<file path="config.mk">
export PLATFORM = sky130hd
export DESIGN_NAME = cdf_ram
export DESIGN_NICKNAME = d
export VERILOG_FILES = /design/src/rtl/cdf_ram.sv
export SDC_FILE = /design/constraint.sdc
export NUM_CORES = 1
export LEC_CHECK = 0
export BUFFER_PORTS_ARGS = -buffer_cell sky130_fd_sc_hd__clkbuf_2
export CAP_MARGIN = 40
export CORE_MARGIN = 3
export CORE_UTILIZATION = 25
export CTS_CLUSTER_SIZE = 28
export DETAILED_ROUTE_END_ITERATION = 8
export GPL_TIMING_DRIVEN = 0
export HOLD_SLACK_MARGIN = 0.15
export PLACE_DENSITY = 0.49
export SETUP_SLACK_MARGIN = 0.2
export SYNTH_ARGS = -nofsm -noshare
export SYNTH_HDL_FRONTEND = slang
export SYNTH_SLANG_ARGS = --single-unit
</file>
<file path="constraint.sdc">
create_clock -name clk -period 3.96 [get_ports clk]
set_input_delay 0.396 -clock clk [delete_from_list [all_inputs] [get_ports clk]]
set_output_delay 0.396 -clock clk [all_outputs]
set_load 0.02 [all_outputs]
</file>
<file path="src/rtl/cdf_ram.sv">
`default_nettype none
module cdf_ram #(
	parameter int WIDTH = 32,
	parameter int DEPTH = 16
) (
	input  wire logic                                        clk,
	input  wire logic                                        we,
	input  wire logic [((DEPTH > 1) ? $clog2(DEPTH) : 1)-1:0] waddr,
	input  wire logic [WIDTH-1:0]                            wdata,
	input  wire logic [((DEPTH > 1) ? $clog2(DEPTH) : 1)-1:0] raddr,
	output logic      [WIDTH-1:0]                            rdata
);

	logic [WIDTH-1:0] mem_q [DEPTH];

	always_ff @(posedge clk) begin
		if (we) begin
			mem_q[waddr] <= wdata;
		end
		rdata <= mem_q[raddr];
	end

endmodule
`default_nettype wire

</file>
==> impl_metrics.env, run 1 <==
export IMPL_status="completed"
export IMPL_place_congestion=0.674
export IMPL_slowest_delay_ns=0.74
export IMPL_dp_slack_ns=1.42
export IMPL_irDropWorstVdd_uv=342
export IMPL_cap_violations=0
export IMPL_synthFlopType="edfxtp_1"
export IMPL_r2r_slack_ns=2.55
export IMPL_slew_viol_final=0
export IMPL_grt_pass1_vias=9925
export IMPL_cts_hold_buf=1
export IMPL_syn_to_final_growth_pct=21.1
export IMPL_cts_sinks=544
export IMPL_worstPathRequired_ns=4.26
export IMPL_async_flop_share=0
export IMPL_ys_ff_latch=544
export IMPL_ys_seq_area_frac=0.807
export IMPL_finalNetCount=1050
export IMPL_fp_dieW_um=288
export IMPL_cts_tree="yes"
export IMPL_multi_input_area_um2=3730
export IMPL_num_rows=102
export IMPL_p_clk_frac=0.416
export IMPL_grt_overflow=0
export IMPL_cp_start_kind="primary input"
export IMPL_root_buffer="clkbuf_16"
export IMPL_drive_gt1_frac=0.334
export IMPL_fin_ws_ns=2.08
export IMPL_cpMaxStageDelayCell="nor3_2"
export IMPL_critPathCapture="mem_q[8][6]$_DFFE_PP_"
export IMPL_yosysUniqueCellTypes=18
export IMPL_crit_type="primary input to flip-flop"
export IMPL_finalClockSkew_ns=0.0154
export IMPL_critPathLaunch="waddr[2]"
export IMPL_power_mw=12.2
export IMPL_critPathBufInv=3
export IMPL_vias=9218
export IMPL_syn_inst=838
export IMPL_p_leak_nw=7.59
export IMPL_crit_chain="clkbuf_2 -> nand3b_1 -> nor3_2 -> buf_4 -> buf_4"
export IMPL_wl_per_cell_um=22.3
export IMPL_final_cell_mix="edfxtp_1, mux4_2, clkbuf_2, a22oi_1, clkbuf_16"
export IMPL_numPortBuffers=71
export IMPL_path_common_cell="buf_4"
export IMPL_swShare=0.214
export IMPL_num_fill_cells=7544
export IMPL_final_util=0.308
export IMPL_setup_viol=0
export IMPL_syn_avg_cell_area_um2=23.7
export IMPL_endpoint_kind="flip-flop"
export IMPL_worst_path_stages=5
export IMPL_r2r_cells=3
export IMPL_track_usage=0.115
export IMPL_tightest_slew_ns=0.891
export IMPL_ant_nets=0
export IMPL_grt_pass1_wl_mm=69.0
export IMPL_numCtsBuffers=57
export IMPL_p_int_mw=9.58
export IMPL_cellPowerDensity_nw_per_um2=507
export IMPL_syn_cell_area_um2=19900
export IMPL_start_util=0.254
export IMPL_drcViolationCount=0
export IMPL_ys_warn_count=0
export IMPL_dr_pass1_iters=4
export IMPL_place_area_um2=22300
export IMPL_die_h_um=288
export IMPL_io_pin_count=74
export IMPL_core_area_um2=78100
export IMPL_finalInstanceArea_um2=24000
export IMPL_reg2reg_from="mem_q[3][1]$_DFFE_PP_"
export IMPL_grt_max_degree=20
export IMPL_worstSkewPairLatency_ns=0.61
export IMPL_hold_viol_final=0
export IMPL_post_cts_setup_buffers=0
export IMPL_r2r_end="rdata[1]$_DFF_P_"
export IMPL_dieArea_um2=82800
export IMPL_max_freq_mhz=531
export IMPL_hold_class="primary input to flip-flop"
export IMPL_mostFrequentLayoutCell="edfxtp_1"
export IMPL_min_period_over_period=0.476
export IMPL_rsz0062_at_grt="no"
export IMPL_wirelength_mm=46.9
export IMPL_hpwl_mm=30.9
export IMPL_p_switching_mw=2.61
export IMPL_register_area_um2=16000
export IMPL_cp_max_fo=7
export IMPL_synth_edf_count=512
export IMPL_pwr_share_seq=0.531
export IMPL_syn_nets=880
export IMPL_critPathArrivalTime_ns=2.19
export IMPL_setup_tns_ns=0
export IMPL_cp_top_family="simple AND/OR/NAND/NOR gates"
export IMPL_finalCriticalPeriod_ns=1.88
export IMPL_antenna_found_initial=6
export IMPL_viasPerCell=4.39
export IMPL_cts_max_level=2
export IMPL_cts_path_max_buffers=3
export IMPL_slew_limit_headroom=0.406
export IMPL_comb_power_share=0.053
export IMPL_clk_pin_slew_ns=0.06
export IMPL_drt_iter0_drc=922
export IMPL_cts_resized=0
[worst min path at each step]
| stage | slack (ns) | endpoint | cells after the start | start |
|---|---|---|---|---|
| 2_1_floorplan | 0.49 | mem_q[0][0]$_DFFE_PP_ | 0 | wdata[0] |
| 3_3_place_gp | 0.65 | rdata[6]$_DFF_P_ | 3 | mem_q[14][6]$_DFFE_PP_ |
| 3_5_place_dp | 0.65 | rdata[6]$_DFF_P_ | 3 | mem_q[15][6]$_DFFE_PP_ |
| 4_1_cts | 0.16 | mem_q[2][15]$_DFFE_PP_ | 1 | wdata[15] |
| 5_1_grt | 0.19 | mem_q[0][8]$_DFFE_PP_ | 1 | wdata[8] |
| 6_report | 0.19 | mem_q[2][12]$_DFFE_PP_ | 1 | wdata[12] |
[stage by stage]
| stage | hold WS [ns] | instances |
|---|---|---|
| global route | 0.190 | 2094 |
| detailed placement | 0.651 | 1988 |
| floorplan | 0.495 | 838 |
| finish | 0.186 | 2098 |
| global placement | 0.655 | 1949 |
| CTS | 0.155 | 2094 |
[synthesized netlist by cell type (2+ instances only)]
library cell    n  area (um^2)
edfxtp_1      512        15400
mux4_2        128         2880
a22oi_1        64          480
nand2_1        33          124
dfxtp_1        32          641
clkbuf_1       17         63.8
nor2_1         13         48.8
buf_4          11         82.6
buf_1           9         33.8
buf_2           4         20.0
nor3_1          4         20.0
buf_6           2         22.5
nand2b_1        2         12.5
nand3b_1        2         15.0
nor2b_1         2         12.5
[layer usage]
metal	up-vias	track usage	part of all wire	wire length (um)
met3	72	0.0303	0.062	2900
met2	220	0.179	0.46	21800
li1	3936	-	-	-
met4	6	0.0301	0.018	856
met5	-	0	0.00087	41
met1	4984	0.159	0.45	21300
[registers in the layout (all words and copies together), names as in the netlist]
| signal | cells |
|---|---|
| rdata | 32 |
| mem_q | 512 |
[power groups by stage]
stage | logic [mW] | registers [mW] | clock network, mW
floorplan | 0.309 | 6.64 | 0
global placement | 0.625 | 6.60 | 0
detailed placement | 0.670 | 6.59 | 0
CTS | 0.672 | 6.47 | 5.22
global route | 0.709 | 6.48 | 5.44
finish | 0.651 | 6.47 | 5.07
[area by class of cell]
class / count / area share
Multi-Input combinational cell: 251 / 0.155
Sequential cell: 544 / 0.666
Antenna cell: 4 / 0.000416
Tap cell: 1040 / 0.0541
Timing Repair Buffer: 111 / 0.0417
Clock inverter: 29 / 0.0102
Buffer: 43 / 0.00926
Clock buffer: 76 / 0.0631
[logic make-up (layout without fill, tap and decap cells)]
logic type      count (synthesis)  after routing  synth area share
simple gates                   59             59            0.0127
buf+inv                        43            259            0.0112
other cells                     0              4                 0
flops                         544            544             0.807
compound gates                 64             64            0.0242
mux                           128            128             0.145
Power figures use the tool's default switching activity.
==> run 2: changes to the inputs <==
--- a/config.mk
+++ b/config.mk
@@ -5,6 +5,7 @@
 export SDC_FILE = /design/constraint.sdc
 export NUM_CORES = 1
 export LEC_CHECK = 0
+export ABC_AREA = 1
 export BUFFER_PORTS_ARGS = -buffer_cell sky130_fd_sc_hd__clkbuf_2
 export CAP_MARGIN = 40
 export CORE_MARGIN = 3
==> constraint.sdc (replaced) <==
create_clock -name clk -period 2 [get_ports clk]
set_input_delay 0.2 -clock clk [delete_from_list [all_inputs] [get_ports clk]]
set_output_delay 0.2 -clock clk [all_outputs]
set_load 0.02 [all_outputs]
==> impl_metrics.env, run 2 <==
export IMPL_antenna_cells=0
export IMPL_crit_type="primary input to flip-flop"
export IMPL_syn_cell_area_um2=22700
export IMPL_rsz0062_at_grt="yes"
export IMPL_r2r_end="rdata[23]$_DFF_P_"
export IMPL_ys_ff_latch=544
export IMPL_slew_viol_final=0
export IMPL_pwr_share_seq=0.504
export IMPL_hold_viol_final=0
export IMPL_ys_seq_area_frac=0.705
export IMPL_syn_avg_cell_area_um2=10.7
export IMPL_yosysMostFrequentCell="nand2_1"
export IMPL_hold_path_end="rdata[3]$_DFF_P_"
export IMPL_die_h_um=308
export IMPL_grt_busiest_layer="met2"
export IMPL_wl_per_cell_um=19.3
export IMPL_synth_top_area_frac=0.676
export IMPL_numCtsBuffers=58
export IMPL_start_util=0.254
export IMPL_io_pin_count=74
export IMPL_cts_max_level=2
export IMPL_tightest_slew_ns=0.889
export IMPL_finalInstanceArea_um2=27400
export IMPL_swShare=0.234
export IMPL_synthFlopType="edfxtp_1"
export IMPL_grtUsageMet2=0.227
export IMPL_status="completed"
export IMPL_p_switching_mw=5.94
export IMPL_async_flop_share=0
export IMPL_clk_pin_slew_ns=0.06
export IMPL_hold_class="primary input to flip-flop"
export IMPL_dr_pass1_iters=5
export IMPL_worstPathRequired_ns=2.55
export IMPL_antenna_found_initial=0
export IMPL_met1_usage=0.191
export IMPL_r2r_cells=6
export IMPL_num_fill_cells=8939
export IMPL_cts_sinks=544
export IMPL_dieArea_um2=94600
export IMPL_track_usage=0.142
export IMPL_finalNetCount=2351
export IMPL_hpwl_mm=44.9
export IMPL_max_freq_mhz=535
export IMPL_irDropWorstVdd_uv=700
export IMPL_synth_edf_count=512
export IMPL_root_buffer="clkbuf_16"
export IMPL_min_path_cells=5
export IMPL_syn_nets=2162
export IMPL_mostFrequentLayoutCell="nand2_1"
export IMPL_worstSkewPairLatency_ns=0.63
export IMPL_use_met3=0.0267
export IMPL_grt_max_degree=20
export IMPL_vias=15200
export IMPL_slew_limit_headroom=0.407
export IMPL_viasPerCell=4.31
export IMPL_cp_start_kind="primary input"
export IMPL_drcViolationCount=0
export IMPL_place_congestion=0.786
export IMPL_drt_iter0_drc=1280
export IMPL_synthTopCellsByArea="edfxtp_1, nand2_1, nand3_1, inv_1, dfxtp_1"
export IMPL_finalCriticalPeriod_ns=1.87
export IMPL_final_util=0.307
export IMPL_core_area_um2=89300
export IMPL_p_int_mw=19.5
export IMPL_cellPowerDensity_nw_per_um2=926
export IMPL_reg_largest_list="mem_q: 512 flops, rdata: 32 flops"
export IMPL_largest_reg_flops=512
export IMPL_cts_path_max_buffers=3
export IMPL_min_period_over_period=0.934
export IMPL_yosysUniqueCellTypes=15
export IMPL_cts_tree="yes"
export IMPL_num_rows=109
export IMPL_grt_pass1_wl_mm=98.5
export IMPL_syn_to_final_growth_pct=20.8
export IMPL_hp_start="raddr[2]"
export IMPL_comb_power_share=0.074
export IMPL_critPathArrivalTime_ns=2.42
export IMPL_grt_overflow=0
export IMPL_synth_largest_area_cell="edfxtp_1"
export IMPL_r2r_slack_ns=0.94
export IMPL_finalClockSkew_ns=0.0219
export IMPL_numPortBuffers=71
export IMPL_endpoint_kind="flip-flop"
export IMPL_p_clk_frac=0.422
export IMPL_cp_max_fo=10
export IMPL_cap_violations=0
export IMPL_setup_viol=0
export IMPL_ant_nets=0
export IMPL_largest_register="mem_q"
export IMPL_ys_warn_count=0
export IMPL_grt_pass1_vias=14800
export IMPL_place_area_um2=25200
export IMPL_drive_gt1_frac=0.118
export IMPL_wirelength_mm=68.0
export IMPL_fp_dieW_um=308
export IMPL_final_cell_mix="nand2_1, edfxtp_1, inv_1, nand3_1, clkbuf_2"
export IMPL_reg2reg_from="mem_q[7][23]$_DFFE_PP_"
export IMPL_p_leak_nw=11.5
export IMPL_synth_common_cells="nand2_1, edfxtp_1, inv_1"
export IMPL_syn_inst=2120
run 2: cell count changes after synthesis, sizes merged, moves of 64 or more:
cell and delta:
mux4 -128, nand2 +644, buf +65, a22oi -64, inv +390, nand3 +384
run 2: what timing repair did:
item | in CTS | in global routing
endpoints found under the setup margin | 0 | 3
hold endpoints to repair | 514 | 0
hold buffers | 33 | 0
resized for setup | 0 | 0
buffers inserted | 0 | 0
run 2: final cells by class:
cell class	count	area [um^2]	share of cell area
plain buffers	105	702	0.0256
inverters	390	1470	0.0534
flip-flops and latches	544	16000	0.583
clock inverters	38	364	0.0133
multi-input cells	1081	4670	0.170
well taps	1165	1460	0.0531
repair buffers	129	1250	0.0457
clock buffers	71	1520	0.0554
run 2: critical path, stage by stage:
cell and delay (ns):
dlygate4sd3_1 0.55, clkbuf_1 0.25, inv_1 0.28, buf_1 0.63
nand3_1 0.33, nand2_1 0.17
run 2: through the flow:
step                      setup slack [ns]  instances  hold slack, ns  setup TNS, ns  power (mW)
final                                0.131       3523           0.241              0        25.4
after global routing                 0.186       3523           0.235              0        26.3
after CTS                            0.213       3523           0.233              0        25.7
after detailed placement           -0.0743       3381           0.615          -2.09        14.9
after global placement               -2.17       3356           0.607        -792.91        14.8
after floorplan                     -0.193       2120           0.299         -61.55        14.0
run 2: logic make-up after synthesis:
family | synth area share
buf+inv | 0.0954
simple gates | 0.200
flops | 0.705
run 2: worst max path at each step:
| stage | from | end | slack (ns) | cells after the start |
|---|---|---|---|---|
| 2_1_floorplan | waddr[2] | mem_q[10][0]$_DFFE_PP_ | -0.19 | 2 |
| 3_3_place_gp | waddr[0] | mem_q[8][13]$_DFFE_PP_ | -2.17 | 4 |
| 3_5_place_dp | waddr[2] | mem_q[9][14]$_DFFE_PP_ | -0.07 | 4 |
| 4_1_cts | raddr[3] | rdata[23]$_DFF_P_ | 0.21 | 6 |
| 5_1_grt | raddr[3] | rdata[27]$_DFF_P_ | 0.19 | 6 |
| 6_report | raddr[3] | rdata[23]$_DFF_P_ | 0.13 | 6 |
run 2: power by group through the flow:
stage          combinational [mW]  sequential, mW  clock (mW)
2_1_floorplan               0.871            13.1           0
3_3_place_gp                 1.76            13.1           0
3_5_place_dp                 1.85            13.1           0
4_1_cts                      1.92            12.8        11.0
5_1_grt                      2.07            12.8        11.4
6_report                     1.88            12.8        10.7
run 2: per-layer routing:
layer  part of all wire  up-vias
li1                   -     7231
met1               0.44     7327
met2               0.45      484
met3              0.066      136
met4              0.040        0
met5                  0        -
==> run 3: changes to the inputs <==
--- a/config.mk
+++ b/config.mk
@@ -10,6 +10,7 @@
 export CAP_MARGIN = 40
 export CORE_MARGIN = 3
 export CORE_UTILIZATION = 25
+export CTS_BUF_LIST = sky130_fd_sc_hd__clkbuf_16
 export CTS_CLUSTER_SIZE = 28
 export DETAILED_ROUTE_END_ITERATION = 8
 export GPL_TIMING_DRIVEN = 0
==> impl_metrics.env, run 3 (synthesized netlist as in run 2, its figures left out) <==
export IMPL_ant_nets=0
export IMPL_syn_to_final_growth_pct=20.8
export IMPL_drt_iter0_drc=1287
export IMPL_antenna_cells=0
export IMPL_io_pin_count=74
export IMPL_finalCriticalPeriod_ns=1.86
export IMPL_worstPathRequired_ns=2.55
export IMPL_hold_class="primary input to flip-flop"
export IMPL_grt_overflow=0
export IMPL_final_cell_mix="nand2_1, edfxtp_1, inv_1, nand3_1, clkbuf_2"
export IMPL_slew_viol_final=0
export IMPL_track_usage=0.142
export IMPL_tightest_slew_ns=0.910
export IMPL_vias=15200
export IMPL_reg2reg_from="mem_q[1][27]$_DFFE_PP_"
export IMPL_dr_pass1_iters=5
export IMPL_dp_cells=3381
export IMPL_hold_viol_final=0
export IMPL_irDropWorstVdd_uv=701
export IMPL_hpwl_mm=44.9
export IMPL_cp_start_kind="primary input"
export IMPL_mostFrequentLayoutCell="nand2_1"
export IMPL_grt_max_degree=20
export IMPL_viasPerCell=4.31
export IMPL_r2r_slack_ns=0.94
export IMPL_min_path_cells=5
export IMPL_setup_tns_ns=0
export IMPL_finalClockSkew_ns=0.0221
export IMPL_instances_no_fill=3523
export IMPL_cp_max_fo=10
export IMPL_cap_violations=0
export IMPL_drive_gt1_frac=0.118
export IMPL_reg_largest_list="mem_q: 512 flops, rdata: 32 flops"
export IMPL_largest_register="mem_q"
export IMPL_cts_tree="yes"
export IMPL_hp_start="raddr[2]"
export IMPL_grt_pass1_vias=14900
export IMPL_antenna_found_initial=0
export IMPL_rsz0062_at_grt="yes"
export IMPL_place_congestion=0.786
export IMPL_grt_pass1_wl_mm=98.5
export IMPL_core_area_um2=89300
export IMPL_start_util=0.254
export IMPL_min_period_over_period=0.930
export IMPL_die_h_um=308
export IMPL_cts_path_max_buffers=3
export IMPL_drcViolationCount=0
export IMPL_hold_path_end="rdata[3]$_DFF_P_"
export IMPL_finalNetCount=2351
export IMPL_post_cts_setup_buffers=0
export IMPL_status="completed"
export IMPL_largest_reg_flops=512
export IMPL_worstSkewPairLatency_ns=0.63
export IMPL_r2r_end="rdata[27]$_DFF_P_"
export IMPL_fp_dieW_um=308
export IMPL_dieArea_um2=94600
export IMPL_cts_sinks=544
export IMPL_cts_max_level=2
export IMPL_root_buffer="clkbuf_16"
export IMPL_max_freq_mhz=538
export IMPL_wl_per_cell_um=19.3
export IMPL_numCtsBuffers=58
export IMPL_clk_pin_slew_ns=0.06
export IMPL_cellPowerDensity_nw_per_um2=924
export IMPL_setup_viol=0
export IMPL_r2r_cells=6
export IMPL_p_leak_nw=11.5
export IMPL_endpoint_kind="flip-flop"
export IMPL_num_rows=109
export IMPL_slew_limit_headroom=0.394
export IMPL_critPathArrivalTime_ns=2.41
export IMPL_crit_type="primary input to flip-flop"
export IMPL_numPortBuffers=71
export IMPL_wirelength_mm=67.9
[run 3: per-layer routing]
metal / up-vias / global-route usage / wire, um
met1: 7321 / 0.191 / 30000
met3: 139 / 0.0267 / 4480
met5: - / 0 / 0
met2: 493 / 0.227 / 30700
met4: 0 / 0.0576 / 2700
li1: 7232 / - / -
[run 3: worst max path at each step]
stage / start / end
after CTS: raddr[3] / rdata[23]$_DFF_P_
after global placement: waddr[0] / mem_q[8][13]$_DFFE_PP_
final: raddr[3] / rdata[23]$_DFF_P_
after global routing: raddr[3] / rdata[27]$_DFF_P_
after floorplan: waddr[2] / mem_q[10][0]$_DFFE_PP_
after detailed placement: waddr[2] / mem_q[9][14]$_DFFE_PP_
[run 3: timing repair]
item	CTS	global route
endpoints found under the setup margin	0	3
gates resized for setup	0	0
hold endpoints to repair	514	0
hold buffers	33	0
[run 3: final cells by class]
class                   count  area, um^2
clock buffers              59        1480
well taps                1165        1460
repair buffers            129        1250
clock inverters            50         409
fillers                  8939       61900
inverters                 390        1470
flip-flops and latches    544       16000
plain buffers             105         702
multi-input cells        1081        4670
[run 3: worst max-delay path, stage by stage]
cell	delay [ns]
dlygate4sd3_1	0.55
clkbuf_1	0.24
inv_1	0.28
buf_1	0.62
nand3_1	0.33
nand2_1	0.17
[run 3: through the flow]
stage	power, mW	setup slack, ns	utilization	cell area [um^2]	hold WS (ns)
floorplan	14.0	-0.193	-	22700	0.299
detailed placement	14.9	-0.0743	0.282	25200	0.615
global placement	14.8	-2.17	0.275	24600	0.607
global route	26.3	0.186	0.307	27400	0.235
CTS	25.7	0.213	0.307	27400	0.233
finish	25.4	0.141	0.307	27400	0.241
[run 3: power breakdown]
| part | switching [mW] | internal, mW |
|---|---|---|
| clock network | 4.53 | 6.13 |
| logic | 1.33 | 0.550 |
| registers | 0.0683 | 12.7 |
